**src/sv/adaptive_flow_tick_throttle_assert.svh**
```systemverilog
// Assertion macros for the flow throttle
`ifndef ADAPTIVE_FLOW_TICK_THROTTLE_ASSERT_SVH
`define ADAPTIVE_FLOW_TICK_THROTTLE_ASSERT_SVH
`ifndef SYNTHESIS
`define AFT_ASSERT_IMP(label, clk, rst_n, a, c) \
  label: assert property (@(posedge clk) disable iff (!rst_n) (a) |-> (c)) \
    else $error("assertion failed");
`define AFT_ASSERT_NEXT(label, clk, rst_n, a, c) \
  label: assert property (@(posedge clk) disable iff (!rst_n) (a) |=> (c)) \
    else $error("assertion failed");
`else
`define AFT_ASSERT_IMP(label, clk, rst_n, a, c)
`define AFT_ASSERT_NEXT(label, clk, rst_n, a, c)
`endif
`endif

```
**src/sv/aftt_pkg.sv**
```systemverilog
// Shared types and constants for the flow throttle
`default_nettype none
package aftt_pkg;
  localparam int TableEntries = 512;
  localparam int BudgetFloor = 8;
  localparam int BudgetCeil = 200;
  localparam int CooldownCeil = 10;

  localparam logic [1:0] REQ_SERVICE = 2'd0;
  localparam logic [1:0] REQ_FRAME = 2'd1;
  localparam logic [1:0] REQ_REMOVE = 2'd2;

  localparam logic [2:0] V_PASS = 3'd0;
  localparam logic [2:0] V_ADMIT = 3'd1;
  localparam logic [2:0] V_BUDGET = 3'd2;
  localparam logic [2:0] V_COOL = 3'd3;
  localparam logic [2:0] V_FRAME = 3'd4;
  localparam logic [2:0] V_REMOVE = 3'd5;

  localparam logic [2:0] CFG_ENABLE = 3'd0;
  localparam logic [2:0] CFG_SWEEP = 3'd1;
  localparam logic [2:0] CFG_AGE = 3'd2;
  localparam logic [2:0] CFG_BSTEP = 3'd3;
  localparam logic [2:0] CFG_CSTEP = 3'd4;
  localparam logic [2:0] CFG_TARGET = 3'd5;

  typedef enum logic [3:0] {
    ST_IDLE, ST_CLEAR, ST_DECIDE, ST_SWEEP, ST_SWEEP_END, ST_SCAN, ST_SCAN_END,
    ST_FINISH, ST_DONE
  } state_t;

  typedef struct packed {
    logic load;
    logic clear_init;
    logic sweep_init;
    logic scan_init;
    logic step;
    logic finish;
    logic emit;
  } cmd_t;

  typedef struct packed {
    logic need_sweep;
    logic need_scan;
    logic last_idx;
    logic clear_busy;
  } sts_t;
endpackage
`default_nettype wire

```
**src/sv/aftt_ctrl.sv**
```systemverilog
// Sequencing state machine for the flow throttle
`default_nettype none
module aftt_ctrl (
  input  wire logic          clk,
  input  wire logic          rst_n,
  input  wire logic          start,
  input  wire aftt_pkg::sts_t sts,
  output aftt_pkg::cmd_t     cmd,
  output logic               busy
);
  import aftt_pkg::*;
  state_t state_r, state_nxt;

  always_ff @(posedge clk) begin
    if (!rst_n) state_r <= ST_IDLE;
    else state_r <= state_nxt;
  end

  always_comb begin
    state_nxt = state_r;
    unique case (state_r)
      ST_IDLE: begin
        if (sts.clear_busy) state_nxt = ST_CLEAR;
        else if (start) state_nxt = ST_DECIDE;
      end
      ST_CLEAR: if (sts.last_idx) state_nxt = ST_IDLE;
      ST_DECIDE: begin
        if (sts.need_sweep) state_nxt = ST_SWEEP;
        else if (sts.need_scan) state_nxt = ST_SCAN;
        else state_nxt = ST_FINISH;
      end
      ST_SWEEP: if (sts.last_idx) state_nxt = ST_SWEEP_END;
      ST_SWEEP_END: state_nxt = sts.need_scan ? ST_SCAN : ST_FINISH;
      ST_SCAN: if (sts.last_idx) state_nxt = ST_SCAN_END;
      ST_SCAN_END: state_nxt = ST_FINISH;
      ST_FINISH: state_nxt = ST_DONE;
      ST_DONE: state_nxt = ST_IDLE;
      default: state_nxt = ST_IDLE;
    endcase
  end

  always_comb begin
    cmd = '0;
    busy = 1'b1;
    unique case (state_r)
      ST_IDLE: begin
        busy = sts.clear_busy;
        cmd.load = start & ~sts.clear_busy;
        cmd.clear_init = sts.clear_busy;
      end
      ST_CLEAR: cmd.step = 1'b1;
      ST_DECIDE: begin
        cmd.sweep_init = sts.need_sweep;
        cmd.scan_init = ~sts.need_sweep & sts.need_scan;
      end
      ST_SWEEP, ST_SCAN: cmd.step = 1'b1;
      ST_SWEEP_END: cmd.scan_init = sts.need_scan;
      ST_SCAN_END: ;
      ST_FINISH: cmd.finish = 1'b1;
      ST_DONE: cmd.emit = 1'b1;
      default: ;
    endcase
  end
endmodule
`default_nettype wire

```
**config.mk**
```make
export PLATFORM = sky130hd
export DESIGN_NAME = aftt_ctrl
export DESIGN_NICKNAME = d
export VERILOG_FILES = /design/src/sv/adaptive_flow_tick_throttle_assert.svh /design/src/sv/aftt_pkg.sv /design/src/sv/aftt_ctrl.sv
export SDC_FILE = /design/constraint.sdc
export NUM_CORES = 1
export LEC_CHECK = 0
export BUFFER_PORTS_ARGS = -buffer_cell sky130_fd_sc_hd__buf_4
export CORE_AREA = 2 2 39 41
export CTS_BUF_LIST = sky130_fd_sc_hd__clkbuf_16
export CTS_CLUSTER_DIAMETER = 100
export DETAILED_ROUTE_END_ITERATION = 8
export DIE_AREA = 0 0 41 43
export PLACE_DENSITY = 0.6
export SLEW_MARGIN = 20
export SYNTH_ARGS = -nofsm -noshare
export SYNTH_HDL_FRONTEND = slang
export SYNTH_SLANG_ARGS = --single-unit
```
**constraint.sdc**
```tcl
create_clock -name clk -period 1.45 [get_ports clk]
set_input_delay 0 -clock clk [delete_from_list [all_inputs] [get_ports clk]]
set_output_delay 0 -clock clk [all_outputs]
set_load 0.01 [all_outputs]
```
==> reports/qor.txt <==
Pin count of the biggest net entering global routing -> 15
Total negative slack -> 0 ps
Worst-path cell with the longest stage delay -> dfxtp_2
Power Density -> 1270 nW/um^2
Tightest Pin Transition -> 317 ps
Min-Delay Endpoint -> state_r[3]
Reg clk slew, reported paths -> 30 ps
Largest register by flop count -> state_r
Internal -> 542 uW
Die width -> 41 um
Clk sink count -> 4
Overall power -> 692 uW
Final GP Congestion -> 0.747
Synth top area share -> 22.5%
Die area -> 1760 sq um
RR Endpoint -> state_r[2]
Worst path required time -> 1450 ps
Netlist Area Pre-Place -> 355 sq um
I/O Pins -> 15
Syn. warnings -> 0
Row count -> 14
R2R cell count -> 4
Synth area leader -> dfxtp_1
H-Tree Depth -> 1
Max Slew Vio Count -> 0
Initial DRT Pass Iterations -> 4
Cell mode on critical path -> nor3_1
CTS buffer count -> 3
Fillers -> 145
Core Footprint -> 1380 sq um
VDD IR max -> 0.000741 V
Largest register FFs -> 4
RSZ-0062 raised after global routing -> false
Status -> finished, final reports clean
Initial Util -> 25.7%
Clk_lat worst skew -> 220 ps
Routed length per instance -> 10.8 um
Max stage delay on crit path -> 420 ps
Hold Violations, Final -> 0
Top Registers -> state_r: 4 flops
Asr flop ratio synth -> 0%
DRC violations left -> 0
Metal3 WL -> 33 um
Synth Area per Inst -> 8.26 sq um
Most common cell in the netlist -> dfxtp_1
Worst hold path class -> primary input to register
DRT iter0 DRCs -> 5
Crit path kind -> register to output pin
EDFF count, synth -> 0
WHS -> 14.9 ps
CTS Hold Bufs -> 0
Routed Antenna Nets -> 0
Top routing layer in use -> met3
Clock Skew -> 3.84 ps
Vias in the first global route -> 323
Switch Pwr -> 150 uW
Detailed-route vias per instance -> 4.99
Max Cap Viol -> 0
Worst EP arrival -> 1330 ps
Layout cells sized above 1 -> 50.9%
Final min period -> 1330 ps
Gate count after technology mapping -> 43
Detailed Place HPWL -> 605 um
Post-placement cell count -> 70
Power share of the clock group -> 61.8%
Hold Crit Depth -> 2
GRT Util Overall -> 11.2%
Clock root cell -> clkbuf_16
Cell variety after synth -> 26
Wire length of the first global-routing pass -> 1.28 mm
RR Startpoint -> state_r[2]
IO Port Bufs -> 14
Non-filler cells, final -> 73
Critical-path cell list -> inv_1 -> nor3_1 -> a21oi_1 -> nor3_1 -> buf_4
Top FF cell, synth -> dfxtp_1
Post-synth top cells -> 4 x dfxtp_1, 3 x a21oi_1, 3 x inv_1, 3 x nand2_1
CTS tree -> yes
Relative slew slack -> 78.8%
Worst setup SP type -> register
Reg power frac -> 20.8%
P&R area growth vs syn -> 52.8%
Final setup fails -> 0
Worst Setup End Kind -> output pin
Die Ht -> 43 um
Fmax -> 753 MHz
Total wire length after detailed routing -> 785 um
Initial antenna violation count -> 0
Power share of the combinational group -> 17.4%
Synth top area cells -> dfxtp_1 23%, buf_6 6.3%, nand2b_2 4.9%
HP Start -> rst_n
#FFs+latches synth -> 4
Tcrit/Tclk final -> 91.6%
Ant. Diodes -> 0
Switching Fraction -> 21.7%
Sequential cell area fraction in the yosys report -> 22.5%
Leak pwr -> 0.000224 uW
Clock buffer depth -> 2
CP max FO -> 9
GRT overflow -> 0
Wl on met1 -> 386 um
Post-Syn Nets -> 50
Metal2 WL -> 365 um
Reg2reg setup slack -> 200 ps
Via Count -> 364
Nets@finish -> 66
cell families (layout without fill, tap and decap cells):
kind of cell,Yosys count,count (layout),share of synthesized area [%]
AO/OA/AOI/OAI,10,10,21.8
flip-flops,4,4,22.5
multiplexers,1,1,2.82
buffers and inverters,7,21,12.3
AND/OR/NAND/NOR,21,21,40.5
critical path, delay by kind of cell, from the launching register on:
family / cells / cell delay, ps
AO/OA/AOI/OAI: 1 / 60
buffers and inverters: 2 / 260
flip-flops: 1 / 420
AND/OR/NAND/NOR: 2 / 370
metrics by stage:
stage	instance area, sq um	setup slack (ps)	util [%]
global route	543	9.17	39.2
floorplan	355	210	-
global placement	455	142	32.9
CTS	531	34.3	38.3
detailed placement	455	116	32.9
finish	543	122	39.2
cells in the final DEF, fill, tap and decap left out, drive strengths merged:
master / instances
a2111oi: 1
a211o: 1
a21oi: 3
a31oi: 1
and2: 3
buf: 15
clkbuf: 3
dfxtp: 4
inv: 3
mux2i: 1
nand2: 3
nand2b: 4
nor2: 2
nor3: 2
nor3b: 3
nor4: 3
nor4b: 1
o21ai: 1
o2bb2ai: 1
o31a: 1
o41ai: 1
power groups by stage:
stage	combinational [uW]	clock (uW)	sequential, uW
floorplan	97.1	0	125
global placement	119	0	140
detailed placement	119	0	141
CTS	119	437	139
global route	134	445	148
finish	121	427	144
area by class of cell:
cell class / instances / area [sq um] / area share, %
Tap cell: 16 / 20.0 / 3.69
Clock buffer: 3 / 75.1 / 13.8
Multi-Input combinational cell: 32 / 240 / 44.2
Sequential cell: 4 / 83.8 / 15.4
Timing Repair Buffer: 15 / 113 / 20.7
Inverter: 3 / 11.3 / 2.07
how the worst max path moves through the flow:
stage               cells past startpoint  slack [ps]        from         end
floorplan                               5         210  state_r[1]  state_r[2]
global placement                        4         140  state_r[2]  state_r[2]
detailed placement                      4         120  state_r[0]  state_r[2]
CTS                                     5          30  state_r[1]      cmd[3]
global route                            5           9  state_r[1]      cmd[3]
finish                                  5         120  state_r[1]      cmd[3]
per-layer routing:
layer  GRT usage [%]  up-vias
met1            14.2      171
met4            6.00        0
met2            14.4        9
li1                -      184
met5               0        -
met3            6.28        0
repair_timing:
action | in CTS | in global routing
gates resized for setup | 0 | 4
setup buffers | 0 | 0
endpoints found under the setup margin | 0 | 4
(Power assumes the default switching activity.)
